===== config.mk =====
export PLATFORM = sky130hd
export DESIGN_NAME = three_stacks_shared_memory_unit
export DESIGN_NICKNAME = d
export VERILOG_FILES = /design/src/design/tssm_pkg.sv /design/src/design/tssm_ctrl.sv /design/src/design/tssm_datapath.sv /design/src/design/three_stacks_shared_memory_unit.sv
export SDC_FILE = /design/constraint.sdc
export NUM_CORES = 2
export LEC_CHECK = 0
export ABC_CLOCK_PERIOD_IN_PS = 7800
export BUFFER_PORTS_ARGS = -buffer_cell sky130_fd_sc_hd__buf_2
export CAP_MARGIN = 30
export CORE_MARGIN = 1
export CORE_UTILIZATION = 60
export CTS_BUF_LIST = sky130_fd_sc_hd__clkbuf_4 sky130_fd_sc_hd__clkbuf_8
export DETAILED_ROUTE_END_ITERATION = 10
export PLACE_DENSITY = 0.81
export SETUP_SLACK_MARGIN = 0.1
export SLEW_MARGIN = 20
export SYNTH_ARGS = -nofsm -noshare
export SYNTH_HDL_FRONTEND = slang
export SYNTH_SLANG_ARGS = --single-unit

===== constraint.sdc =====
create_clock -name clock -period 7.8 [get_ports clock]
set_input_delay 1.17 -clock clock [delete_from_list [all_inputs] [get_ports clock]]
set_output_delay 1.17 -clock clock [all_outputs]
set_load 0.01 [all_outputs]

===== src/design/tssm_pkg.sv =====
// Shared codes, state encoding and controller/datapath interface types for the three-stack unit.
package tssm_pkg;

   localparam logic [1:0] CMD_PUSH = 2'd0;
   localparam logic [1:0] CMD_POP  = 2'd1;
   localparam logic [1:0] CMD_PEEK = 2'd2;

   localparam logic [1:0] SEL_A = 2'd0;
   localparam logic [1:0] SEL_B = 2'd1;
   localparam logic [1:0] SEL_C = 2'd2;

   localparam logic [1:0] STATUS_OK    = 2'd0;
   localparam logic [1:0] STATUS_FULL  = 2'd1;
   localparam logic [1:0] STATUS_EMPTY = 2'd2;

   localparam int REQ_DATA_WIDTH = 32;

   typedef enum logic [1:0] {
      ST_IDLE,
      ST_EXEC,
      ST_SHIFT
   } state_type;

   typedef struct packed {
      logic accept;
      logic execute;
      logic start_shift;
      logic copy_step;
      logic load_rsp;
   } dp_cmd_type;

   typedef struct packed {
      logic pending;
      logic out_free;
      logic need_shift;
      logic copy_done;
   } dp_status_type;

endpackage


===== src/design/tssm_ctrl.sv =====
// Request sequencer: accept, execute, and B-relocation control for the three-stack unit.
module tssm_ctrl (
   input  logic                   clock,
   input  logic                   reset,
   input  logic                   req_valid,
   output logic                   req_stall,
   input  tssm_pkg::dp_status_type dp_status,
   output tssm_pkg::dp_cmd_type    dp_cmd
);

   tssm_pkg::state_type state_ff;
   tssm_pkg::state_type state_in;
   logic                allow;

   always_ff @(posedge clock) begin
      if (reset) begin
         state_ff <= tssm_pkg::ST_IDLE;
      end else begin
         state_ff <= state_in;
      end
   end

   always_comb begin
      state_in  = state_ff;
      dp_cmd    = '0;
      req_stall = 1'b1;
      allow     = !dp_status.pending || dp_status.out_free;
      case (state_ff)
         tssm_pkg::ST_IDLE: begin
            dp_cmd.load_rsp = dp_status.pending && dp_status.out_free;
            req_stall       = !allow;
            dp_cmd.accept   = req_valid && allow;
            if (dp_cmd.accept) begin
               state_in = tssm_pkg::ST_EXEC;
            end
         end
         tssm_pkg::ST_EXEC: begin
            if (dp_status.need_shift) begin
               dp_cmd.start_shift = 1'b1;
               state_in           = tssm_pkg::ST_SHIFT;
            end else begin
               dp_cmd.execute = 1'b1;
               state_in       = tssm_pkg::ST_IDLE;
            end
         end
         tssm_pkg::ST_SHIFT: begin
            dp_cmd.copy_step = 1'b1;
            if (dp_status.copy_done) begin
               state_in = tssm_pkg::ST_EXEC;
            end
         end
         default: begin
            state_in = tssm_pkg::ST_IDLE;
         end
      endcase
   end

endmodule


===== src/design/tssm_datapath.sv =====
// Stack memory, stack pointers, B-relocation copy engine and response register.
module tssm_datapath #(
   parameter int DEPTH      = 64,
   parameter int DATA_WIDTH = 32
) (
   input  logic                   clock,
   input  logic                   reset,
   input  tssm_pkg::dp_cmd_type    dp_cmd,
   output tssm_pkg::dp_status_type dp_status,
   input  logic [1:0]             req_command,
   input  logic [1:0]             req_stack_select,
   input  logic [31:0]            req_value,
   output logic                   rsp_valid,
   input  logic                   rsp_stall,
   output logic [31:0]            rsp_top_value,
   output logic [1:0]             rsp_status,
   output logic                   rsp_empty_a,
   output logic                   rsp_empty_b,
   output logic                   rsp_empty_c,
   output logic                   rsp_all_full
);

   localparam int AW = $clog2(DEPTH);
   localparam int PW = $clog2(DEPTH + 1);
   localparam int SW = (DATA_WIDTH < tssm_pkg::REQ_DATA_WIDTH) ? DATA_WIDTH
                                                               : tssm_pkg::REQ_DATA_WIDTH;
   localparam logic [PW-1:0] DEPTH_P = PW'(DEPTH);
   localparam logic [PW-1:0] HALF_P  = PW'(DEPTH / 2);
   localparam logic [PW-1:0] ONE_P   = PW'(1);

   // stack storage
   logic [SW-1:0] mem_ff [DEPTH];
   logic          mem_we;
   logic [AW-1:0] mem_waddr;
   logic [SW-1:0] mem_wdata;
   logic          mem_re;
   logic [AW-1:0] mem_raddr;
   logic [SW-1:0] rd_data_ff;

   // latched request
   logic [1:0]    cmd_ff;
   logic [1:0]    sel_ff;
   logic [SW-1:0] value_ff;

   // pointers
   logic [PW-1:0] a_count_ff, a_count_in;
   logic [PW-1:0] b_end_ff, b_end_in;
   logic [PW-1:0] b_count_ff, b_count_in;
   logic [PW-1:0] c_start_ff, c_start_in;

   // copy engine
   logic [AW-1:0] src_ff, src_in;
   logic [AW-1:0] dst_ff, dst_in;
   logic [PW-1:0] cnt_ff, cnt_in;
   logic          up_ff, up_in;
   logic          wr_pend_ff, wr_pend_in;
   logic [AW-1:0] wr_addr_ff, wr_addr_in;

   // pending result and response register
   logic          pending_ff;
   logic [1:0]    res_status_ff;
   logic          res_read_ff;
   logic          rsp_valid_ff;
   logic [31:0]   rsp_top_value_ff;
   logic [1:0]    rsp_status_ff;
   logic          rsp_empty_a_ff;
   logic          rsp_empty_b_ff;
   logic          rsp_empty_c_ff;
   logic          rsp_all_full_ff;

   logic [PW-1:0] b_begin;
   logic          a_touch_b;
   logic          b_touch_c;
   logic          full;
   logic          req_ok;
   logic          is_push;
   logic          is_read;
   logic          sel_empty;
   logic          up_dir;
   logic [PW:0]   gap_up;
   logic [PW:0]   gap_dn;
   logic [PW-1:0] shift_dist;
   logic [1:0]    exec_status;
   logic          do_push;
   logic          do_read;
   logic          do_pop;
   logic          copy_read;
   logic [PW-1:0] push_addr;
   logic [PW-1:0] read_addr;
   logic [PW-1:0] b_end_dec;

   assign b_begin   = b_end_ff - b_count_ff;
   assign a_touch_b = a_count_ff == b_begin;
   assign b_touch_c = c_start_ff == b_end_ff;
   assign full      = a_touch_b && b_touch_c;
   assign b_end_dec = b_end_ff - ONE_P;

   assign req_ok  = (cmd_ff == tssm_pkg::CMD_PUSH || cmd_ff == tssm_pkg::CMD_POP ||
                     cmd_ff == tssm_pkg::CMD_PEEK) &&
                    (sel_ff == tssm_pkg::SEL_A || sel_ff == tssm_pkg::SEL_B ||
                     sel_ff == tssm_pkg::SEL_C);
   assign is_push = req_ok && cmd_ff == tssm_pkg::CMD_PUSH;
   assign is_read = req_ok && cmd_ff != tssm_pkg::CMD_PUSH;
   assign up_dir  = sel_ff == tssm_pkg::SEL_A;

   always_comb begin
      case (sel_ff)
         tssm_pkg::SEL_A: begin
            sel_empty = a_count_ff == '0;
            push_addr = a_count_ff;
            read_addr = a_count_ff - ONE_P;
         end
         tssm_pkg::SEL_B: begin
            sel_empty = b_count_ff == '0;
            push_addr = b_end_ff;
            read_addr = b_end_dec;
         end
         default: begin
            sel_empty = c_start_ff == DEPTH_P;
            push_addr = c_start_ff - ONE_P;
            read_addr = c_start_ff;
         end
      endcase
   end

   // half of the gap on the far side of B, rounded up
   assign gap_up     = {1'b0, c_start_ff} - {1'b0, b_end_ff} + (PW+1)'(1);
   assign gap_dn     = {1'b0, b_begin} - {1'b0, a_count_ff} + (PW+1)'(1);
   assign shift_dist = up_dir ? gap_up[PW:1] : gap_dn[PW:1];

   assign exec_status = (is_push && full)      ? tssm_pkg::STATUS_FULL  :
                        (is_read && sel_empty) ? tssm_pkg::STATUS_EMPTY :
                                                 tssm_pkg::STATUS_OK;
   assign do_push   = dp_cmd.execute && is_push && !full;
   assign do_read   = dp_cmd.execute && is_read && !sel_empty;
   assign do_pop    = do_read && cmd_ff == tssm_pkg::CMD_POP;
   assign copy_read = dp_cmd.copy_step && cnt_ff != '0;

   assign dp_status.pending    = pending_ff;
   assign dp_status.out_free   = !rsp_valid_ff || !rsp_stall;
   assign dp_status.need_shift = is_push && !full &&
                                 (up_dir ? a_touch_b : b_touch_c);
   assign dp_status.copy_done  = cnt_ff == '0 && !wr_pend_ff;

   // memory ports
   always_comb begin
      mem_we    = 1'b0;
      mem_waddr = wr_addr_ff;
      mem_wdata = rd_data_ff;
      if (wr_pend_ff) begin
         mem_we = 1'b1;
      end else if (do_push) begin
         mem_we    = 1'b1;
         mem_waddr = push_addr[AW-1:0];
         mem_wdata = value_ff;
      end
      mem_re    = do_read || copy_read;
      mem_raddr = copy_read ? src_ff : read_addr[AW-1:0];
   end

   always_ff @(posedge clock) begin
      if (mem_we) begin
         mem_ff[mem_waddr] <= mem_wdata;
      end
      if (mem_re) begin
         rd_data_ff <= mem_ff[mem_raddr];
      end
   end

   // pointer and copy engine next state
   always_comb begin
      a_count_in = a_count_ff;
      b_end_in   = b_end_ff;
      b_count_in = b_count_ff;
      c_start_in = c_start_ff;
      src_in     = src_ff;
      dst_in     = dst_ff;
      cnt_in     = cnt_ff;
      up_in      = up_ff;
      wr_pend_in = 1'b0;
      wr_addr_in = wr_addr_ff;
      if (dp_cmd.start_shift) begin
         up_in  = up_dir;
         cnt_in = b_count_ff;
         if (up_dir) begin
            b_end_in = b_end_ff + shift_dist;
            src_in   = b_end_dec[AW-1:0];
            dst_in   = AW'(b_end_dec + shift_dist);
         end else begin
            b_end_in = b_end_ff - shift_dist;
            src_in   = b_begin[AW-1:0];
            dst_in   = AW'(b_begin - shift_dist);
         end
      end
      if (copy_read) begin
         cnt_in     = cnt_ff - ONE_P;
         wr_pend_in = 1'b1;
         wr_addr_in = dst_ff;
         if (up_ff) begin
            src_in = src_ff - AW'(1);
            dst_in = dst_ff - AW'(1);
         end else begin
            src_in = src_ff + AW'(1);
            dst_in = dst_ff + AW'(1);
         end
      end
      if (do_push) begin
         case (sel_ff)
            tssm_pkg::SEL_A: begin
               a_count_in = a_count_ff + ONE_P;
            end
            tssm_pkg::SEL_B: begin
               b_end_in   = b_end_ff + ONE_P;
               b_count_in = b_count_ff + ONE_P;
            end
            default: begin
               c_start_in = c_start_ff - ONE_P;
            end
         endcase
      end
      if (do_pop) begin
         case (sel_ff)
            tssm_pkg::SEL_A: begin
               a_count_in = a_count_ff - ONE_P;
            end
            tssm_pkg::SEL_B: begin
               b_end_in   = b_end_dec;
               b_count_in = b_count_ff - ONE_P;
            end
            default: begin
               c_start_in = c_start_ff + ONE_P;
            end
         endcase
      end
   end

   always_ff @(posedge clock) begin
      if (reset) begin
         a_count_ff <= '0;
         b_end_ff   <= HALF_P;
         b_count_ff <= '0;
         c_start_ff <= DEPTH_P;
         cnt_ff     <= '0;
         wr_pend_ff <= 1'b0;
         pending_ff <= 1'b0;
      end else begin
         a_count_ff <= a_count_in;
         b_end_ff   <= b_end_in;
         b_count_ff <= b_count_in;
         c_start_ff <= c_start_in;
         cnt_ff     <= cnt_in;
         wr_pend_ff <= wr_pend_in;
         if (dp_cmd.execute) begin
            pending_ff <= 1'b1;
         end else if (dp_cmd.load_rsp) begin
            pending_ff <= 1'b0;
         end
      end
   end

   always_ff @(posedge clock) begin
      src_ff     <= src_in;
      dst_ff     <= dst_in;
      up_ff      <= up_in;
      wr_addr_ff <= wr_addr_in;
      if (dp_cmd.accept) begin
         cmd_ff   <= req_command;
         sel_ff   <= req_stack_select;
         value_ff <= req_value[SW-1:0];
      end
      if (dp_cmd.execute) begin
         res_status_ff <= exec_status;
         res_read_ff   <= do_read;
      end
   end

   // response register
   always_ff @(posedge clock) begin
      if (reset) begin
         rsp_valid_ff <= 1'b0;
      end else if (dp_cmd.load_rsp) begin
         rsp_valid_ff <= 1'b1;
      end else if (!rsp_stall) begin
         rsp_valid_ff <= 1'b0;
      end
   end

   always_ff @(posedge clock) begin
      if (dp_cmd.load_rsp) begin
         rsp_top_value_ff <= res_read_ff ? 32'(rd_data_ff) : '0;
         rsp_status_ff    <= res_status_ff;
         rsp_empty_a_ff   <= a_count_ff == '0;
         rsp_empty_b_ff   <= b_count_ff == '0;
         rsp_empty_c_ff   <= c_start_ff == DEPTH_P;
         rsp_all_full_ff  <= full;
      end
   end

   assign rsp_valid     = rsp_valid_ff;
   assign rsp_top_value = rsp_top_value_ff;
   assign rsp_status    = rsp_status_ff;
   assign rsp_empty_a   = rsp_empty_a_ff;
   assign rsp_empty_b   = rsp_empty_b_ff;
   assign rsp_empty_c   = rsp_empty_c_ff;
   assign rsp_all_full  = rsp_all_full_ff;

endmodule


===== src/design/three_stacks_shared_memory_unit.sv =====
// Top level: three stacks in one shared memory, controller plus datapath.
//
//   channel   ports                                   direction
//   req       valid/stall, command, stack_select,     in
//             value
//   rsp       valid/stall, top_value, status,         out
//             empty_a/b/c, all_full
//
// A push, pop or peek is first latched, then performs its single memory access;
// the result is presented from an output register.
// A push that must relocate stack B first copies B one word per cycle through
// the memory's separate read and write ports.
// Synchronous reset empties all stacks; stack memory is not cleared.
// While a result waits on rsp_stall and another result is pending, further requests are stalled.
module three_stacks_shared_memory_unit #(
   parameter int DEPTH      = 64,
   parameter int DATA_WIDTH = 32
) (
   input  logic        clock,
   input  logic        reset,
   input  logic        req_valid,
   output logic        req_stall,
   input  logic [1:0]  req_command,
   input  logic [1:0]  req_stack_select,
   input  logic [31:0] req_value,
   output logic        rsp_valid,
   input  logic        rsp_stall,
   output logic [31:0] rsp_top_value,
   output logic [1:0]  rsp_status,
   output logic        rsp_empty_a,
   output logic        rsp_empty_b,
   output logic        rsp_empty_c,
   output logic        rsp_all_full
);

   tssm_pkg::dp_cmd_type    dp_cmd;
   tssm_pkg::dp_status_type dp_status;

   tssm_ctrl u_ctrl (
      .clock     (clock),
      .reset     (reset),
      .req_valid (req_valid),
      .req_stall (req_stall),
      .dp_status (dp_status),
      .dp_cmd    (dp_cmd)
   );

   tssm_datapath #(
      .DEPTH      (DEPTH),
      .DATA_WIDTH (DATA_WIDTH)
   ) u_datapath (
      .clock            (clock),
      .reset            (reset),
      .dp_cmd           (dp_cmd),
      .dp_status        (dp_status),
      .req_command      (req_command),
      .req_stack_select (req_stack_select),
      .req_value        (req_value),
      .rsp_valid        (rsp_valid),
      .rsp_stall        (rsp_stall),
      .rsp_top_value    (rsp_top_value),
      .rsp_status       (rsp_status),
      .rsp_empty_a      (rsp_empty_a),
      .rsp_empty_b      (rsp_empty_b),
      .rsp_empty_c      (rsp_empty_c),
      .rsp_all_full     (rsp_all_full)
   );

endmodule

==> impl.org <==
** Outcome
- Status :: complete, no violations

** Clocking
- Clock Sink Count :: 2216
- Clock-pin slew was measured on the worst setup and hold paths at 0.06 ns.
- The number of gates resized after CTS was 0.
- In this run the deepest clock path goes through 4 buffers.
- In this run, post-CTS hold repair placed 0 buffers.
- Number of levels in the clock H-tree :: 5
- Source-to-sink clock delay at the later pin of the worst-skew pair :: 1.05 ns
- TritonCTS built the clock tree.
- Clock root cell :: sky130_fd_sc_hd__clkbuf_8
- Total clock buffers created by CTS :: 353
- Post-CTS timing repair inserted 0 buffers for setup.

** Pwr
- Power spread over the standard cell area amounts to 251 nW/um^2.
- Static leakage power :: 33.6 nW
- VDD sags by at most 212 uV.
- PnR Total Power :: 25.3 mW

** Timing
- Time the final worst path needs with I/O delays and setup :: 7.22 ns
- Transition at the pin with the smallest max-transition slack :: 1.10 ns
- Highest Clock Rate :: 138 MHz
- The tightest hold path in the finished design has a slack of 0.323 ns.
- The final number of hold-violating endpoints came to 0.
- The number of max-slew violations in the final report was 0.
- Aggregate negative setup slack :: 0 ns
- Final number of setup-violating endpoints :: 0
- Setup repair after global routing left no endpoint under its margin.
- Measured against its own limit, the worst slew margin works out to 26.9%.
- Worst Setup Slack, final :: 0.575 ns
- In the finished design, the share of the clock period the worst path needs comes to 92.6%.
- Post-Route Skew :: 0.123 ns

** Worst setup path
- End of the worst register-to-register path :: u_datapath.mem_ff[1][24]$_DFFE_PP_
- CP max FO :: 32
- At the worst endpoint, the required time is 8.43 ns.
- Depth of the most critical reg-to-reg path :: 18
- Worst path arrival time :: 7.85 ns
- Startpoint of the worst-slack reg-to-reg timing path :: u_datapath.b_end_ff[0]$_SDFF_PP0_
- Setup slack of the most critical reg-to-reg path :: 0.58 ns
- The worst setup path is launched from a flop.
- Category of the most critical setup path :: reg -> reg
- Kind of capture point of the worst setup path :: flop

** Detailed routing
- The first TritonRoute pass finished after 8 iterations.
- Average routed wire per standard cell :: 29.1 um
- ANT nets after route :: 0
- After detailed routing, the number of remaining DRC violations is 0.
- Routed wire length :: 253000 um
- In this run, the number of DRC markers left after iteration 0 of detailed routing was 9278.
- Via count of the routed design :: 57400
- In the routed layout, each cell is associated on average with a via count of 6.61.

** Hold path
- Hold Path Origin :: req_value[14]
- The worst hold path belongs to the class in -> reg.
- Endpoint, Worst Hold :: u_datapath.value_ff[14]$_DFFE_PP_
- Number of cells on the worst hold path :: 1

** Floorplanning
- Std-Cell Core Area :: 150000 sq um
- 80 I/O pins were placed.
- Chip height :: 391 um
- The floorplan has 142 rows.
- From left edge to right edge, the die measures 391 um.
- Effective utilization at floorplan :: 60.5%
- The die covers 153000 sq um.

** Placement
- Routability-driven placement finished with a final weighted congestion of 0.997.
- In this run the tool buffered the top-level ports with 79 buffer cells.
- HPWL after detailed placement :: 149000 um
- Pre-CTS setup slack :: 0.935 ns

** Cells and area
- Summing all multi-input logic gate instances after layout gives 23100 sq um.
- FF/Latch Area :: 66100 sq um
- # nets final :: 6545
- Final core area utilization :: 67.1%
- Relative to the synthesized area, the layout overhead comes to 11.0%.
- The filler cells instantiated in the layout total 9809.
- Share of post-route cells with drive strength above 1 :: 16.3%

** Global route
- In the global route stage, overall resource usage came out at 32.8%.
- The total overflow left after global routing is 0.
- First-pass GRT wire length :: 362000 um
- Via count of the first global-routing pass :: 54600
- The initial antenna violation count was 29.
- Entering global routing, the biggest net connects 176 pins.

** Yosys
- Of the post-synthesis cell area, the dominant cell type holds 72.1%.
- Synthesis inferred 2216 register bits.
- For this run, the register share of the synthesized area comes to 73.0%.
- The number of nets in the synthesized netlist is 6359.
- After synthesis, the netlist uses 81 different library cells.
- Count of warnings emitted by yosys :: 0
- Syn Std Cell Area :: 90700 sq um
- In the post-synthesis netlist, the biggest area contributors are sky130_fd_sc_hd__edfxtp_1, sky130_fd_sc_hd__nand2_1, sky130_fd_sc_hd__nand3_1.
- In the synthesized netlist the async set-or-reset flop fraction comes to 0%.
- Mean instance size in the synthesized netlist :: 14.5 sq um
- Synthesis handed over a netlist of 6240 instances.
- Post-synthesis cell type with the largest combined area :: sky130_fd_sc_hd__edfxtp_1
- Top_reg_cell synth :: sky130_fd_sc_hd__edfxtp_1
- Count of flip-flops with a built-in enable after synthesis :: 2176

** Flow run
- Max-cap violations :: 0
-- metrics by stage --
stage / instance area, sq um / instances
after floorplan: 90700 / 6240
after global placement: 93800 / 8071
after detailed placement: 94000 / 8079
after CTS: 100000 / 8671
after global routing: 101000 / 8682
final: 101000 / 8687
-- cell usage in the layout (no fill, tap or decap), drive strengths merged, types with 10 or more instances in the layout --
master / netlist / final
xnor2: 35 / 35
nor3b: 10 / 10
o221ai: 33 / 33
a211oi: 146 / 146
clkinv: 0 / 104
o211ai: 202 / 202
edfxtp: 2176 / 2176
a31oi: 73 / 73
mux2i: 90 / 90
and3: 80 / 80
dfxtp: 40 / 40
buf: 147 / 241
a21oi: 64 / 64
and4bb: 31 / 31
nand4: 103 / 103
o21ai: 37 / 37
a222oi: 62 / 62
ha: 71 / 71
inv: 109 / 111
xor2: 20 / 20
nand2b: 16 / 16
nor4: 12 / 12
nand3: 580 / 580
nor3: 20 / 20
nand2: 1085 / 1085
mux2: 161 / 161
a21o: 11 / 11
and2: 165 / 165
a32oi: 67 / 67
clkbuf: 263 / 477
nor2b: 14 / 14
nor2: 135 / 135
mux4: 66 / 66
-- sequential cells by signal, summed over array words and instances (netlist names), 2 cells and up, named ones only --
| name | count |
|---|---|
| u_ctrl.state_ff | 2 |
| u_datapath.b_count_ff | 6 |
| u_datapath.b_end_ff | 7 |
| u_datapath.c_start_ff | 7 |
| u_datapath.cmd_ff | 2 |
| u_datapath.cnt_ff | 7 |
| u_datapath.dst_ff | 6 |
| u_datapath.mem_ff | 2048 |
| u_datapath.rd_data_ff | 32 |
| u_datapath.res_status_ff | 2 |
| u_datapath.rsp_status | 2 |
| u_datapath.rsp_top_value | 32 |
| u_datapath.sel_ff | 2 |
| u_datapath.src_ff | 6 |
| u_datapath.value_ff | 32 |
| u_datapath.wr_addr_ff | 6 |
-- worst max-delay path by stage --
| stage | from | end | slack, ns |
|---|---|---|---|
| final | u_datapath.b_end_ff[0]$_SDFF_PP0_ | u_datapath.mem_ff[1][24]$_DFFE_PP_ | 0.58 |
| after detailed placement | u_datapath.b_end_ff[0]$_SDFF_PP0_ | u_datapath.mem_ff[1][2]$_DFFE_PP_ | 0.94 |
| after CTS | u_datapath.b_end_ff[0]$_SDFF_PP0_ | u_datapath.mem_ff[1][21]$_DFFE_PP_ | 0.88 |
| after global placement | u_datapath.b_end_ff[0]$_SDFF_PP0_ | u_datapath.mem_ff[13][31]$_DFFE_PP_ | 1.15 |
| after global routing | u_datapath.b_end_ff[0]$_SDFF_PP0_ | u_datapath.mem_ff[1][22]$_DFFE_PP_ | 0.47 |
| after floorplan | u_datapath.b_end_ff[0]$_SDFF_PP0_ | u_datapath.mem_ff[13][0]$_DFFE_PP_ | 1.91 |
-- cells in the mapped netlist, types with 33 or more instances --
| library cell | n |
|---|---|
| sky130_fd_sc_hd__a222oi_1 | 62 |
| sky130_fd_sc_hd__inv_1 | 108 |
| sky130_fd_sc_hd__o21ai_0 | 35 |
| sky130_fd_sc_hd__a32oi_1 | 67 |
| sky130_fd_sc_hd__buf_1 | 33 |
| sky130_fd_sc_hd__mux2_2 | 161 |
| sky130_fd_sc_hd__mux2i_1 | 90 |
| sky130_fd_sc_hd__a211oi_1 | 145 |
| sky130_fd_sc_hd__nand4_1 | 103 |
| sky130_fd_sc_hd__dfxtp_1 | 40 |
| sky130_fd_sc_hd__nand3_1 | 580 |
| sky130_fd_sc_hd__o221ai_1 | 33 |
| sky130_fd_sc_hd__edfxtp_1 | 2176 |
| sky130_fd_sc_hd__mux4_2 | 66 |
| sky130_fd_sc_hd__a31oi_1 | 73 |
| sky130_fd_sc_hd__buf_2 | 71 |
| sky130_fd_sc_hd__a21oi_1 | 63 |
| sky130_fd_sc_hd__buf_4 | 33 |
| sky130_fd_sc_hd__xnor2_1 | 35 |
| sky130_fd_sc_hd__ha_1 | 71 |
| sky130_fd_sc_hd__and2_1 | 165 |
| sky130_fd_sc_hd__nand2_1 | 1085 |
| sky130_fd_sc_hd__clkbuf_1 | 262 |
| sky130_fd_sc_hd__and3_1 | 80 |
| sky130_fd_sc_hd__nor2_1 | 135 |
| sky130_fd_sc_hd__o211ai_1 | 201 |
-- layer usage --
layer  vias up  global-route usage (%)  share of wire (%)
met3       706                    10.2                 15
li1      24300                       -                  -
met1     28100                    45.1                 35
met4        22                    16.5                5.3
met5         -                       0              0.054
met2      4234                    47.7                 44
-- critical path: stages (launching register included) --
cell	delay [ns]
sky130_fd_sc_hd__dfxtp_1	0.55
sky130_fd_sc_hd__inv_1	0.20
sky130_fd_sc_hd__ha_1	0.26
sky130_fd_sc_hd__fa_1	0.41
sky130_fd_sc_hd__inv_1	0.07
sky130_fd_sc_hd__a21oi_1	0.06
sky130_fd_sc_hd__o21ai_0	0.28
sky130_fd_sc_hd__a21o_1	0.18
sky130_fd_sc_hd__a21oi_1	0.11
sky130_fd_sc_hd__xnor2_1	0.15
sky130_fd_sc_hd__ha_1	0.31
sky130_fd_sc_hd__nand3_1	0.17
sky130_fd_sc_hd__nor2_1	0.11
sky130_fd_sc_hd__a211oi_2	0.55
sky130_fd_sc_hd__nor2b_4	0.59
sky130_fd_sc_hd__mux2i_1	0.66
sky130_fd_sc_hd__nand3b_1	0.34
sky130_fd_sc_hd__nand2b_1	0.74
sky130_fd_sc_hd__nor2_4	1.01
-- cells by family after synthesis --
| logic type | count (synthesis) | synth area share (%) |
|---|---|---|
| adder cells (fa/ha/maj) | 79 | 1.16 |
| AO/OA/AOI/OAI | 761 | 6.33 |
| XOR/XNOR | 55 | 0.531 |
| multiplexers | 317 | 4.63 |
| flip-flops | 2216 | 73.0 |
| buffers and inverters | 519 | 2.47 |
| AND/OR/NAND/NOR | 2293 | 11.9 |
-- power by group --
group | leakage (nW) | total [mW] | switching (mW) | internal [mW]
logic | 10.3 | 2.95 | 2.02 | 0.923
clock network | 3.41 | 9.26 | 4.35 | 4.91
registers | 19.9 | 13.1 | 0.0331 | 13.1
total | 33.6 | 25.3 | 6.41 | 18.9
-- final cells by class --
| type | instances | share of cell area [%] |
|---|---|---|
| Timing Repair Buffer | 241 | 2.05 |
| Clock inverter | 115 | 0.581 |
| Tap cell | 2016 | 2.51 |
| Multi-Input combinational cell | 3505 | 22.9 |
| Inverter | 109 | 0.407 |
| Antenna cell | 8 | 0.0199 |
| Sequential cell | 2216 | 65.7 |
| Clock buffer | 477 | 5.80 |
Power figures use the tool's default switching activity.
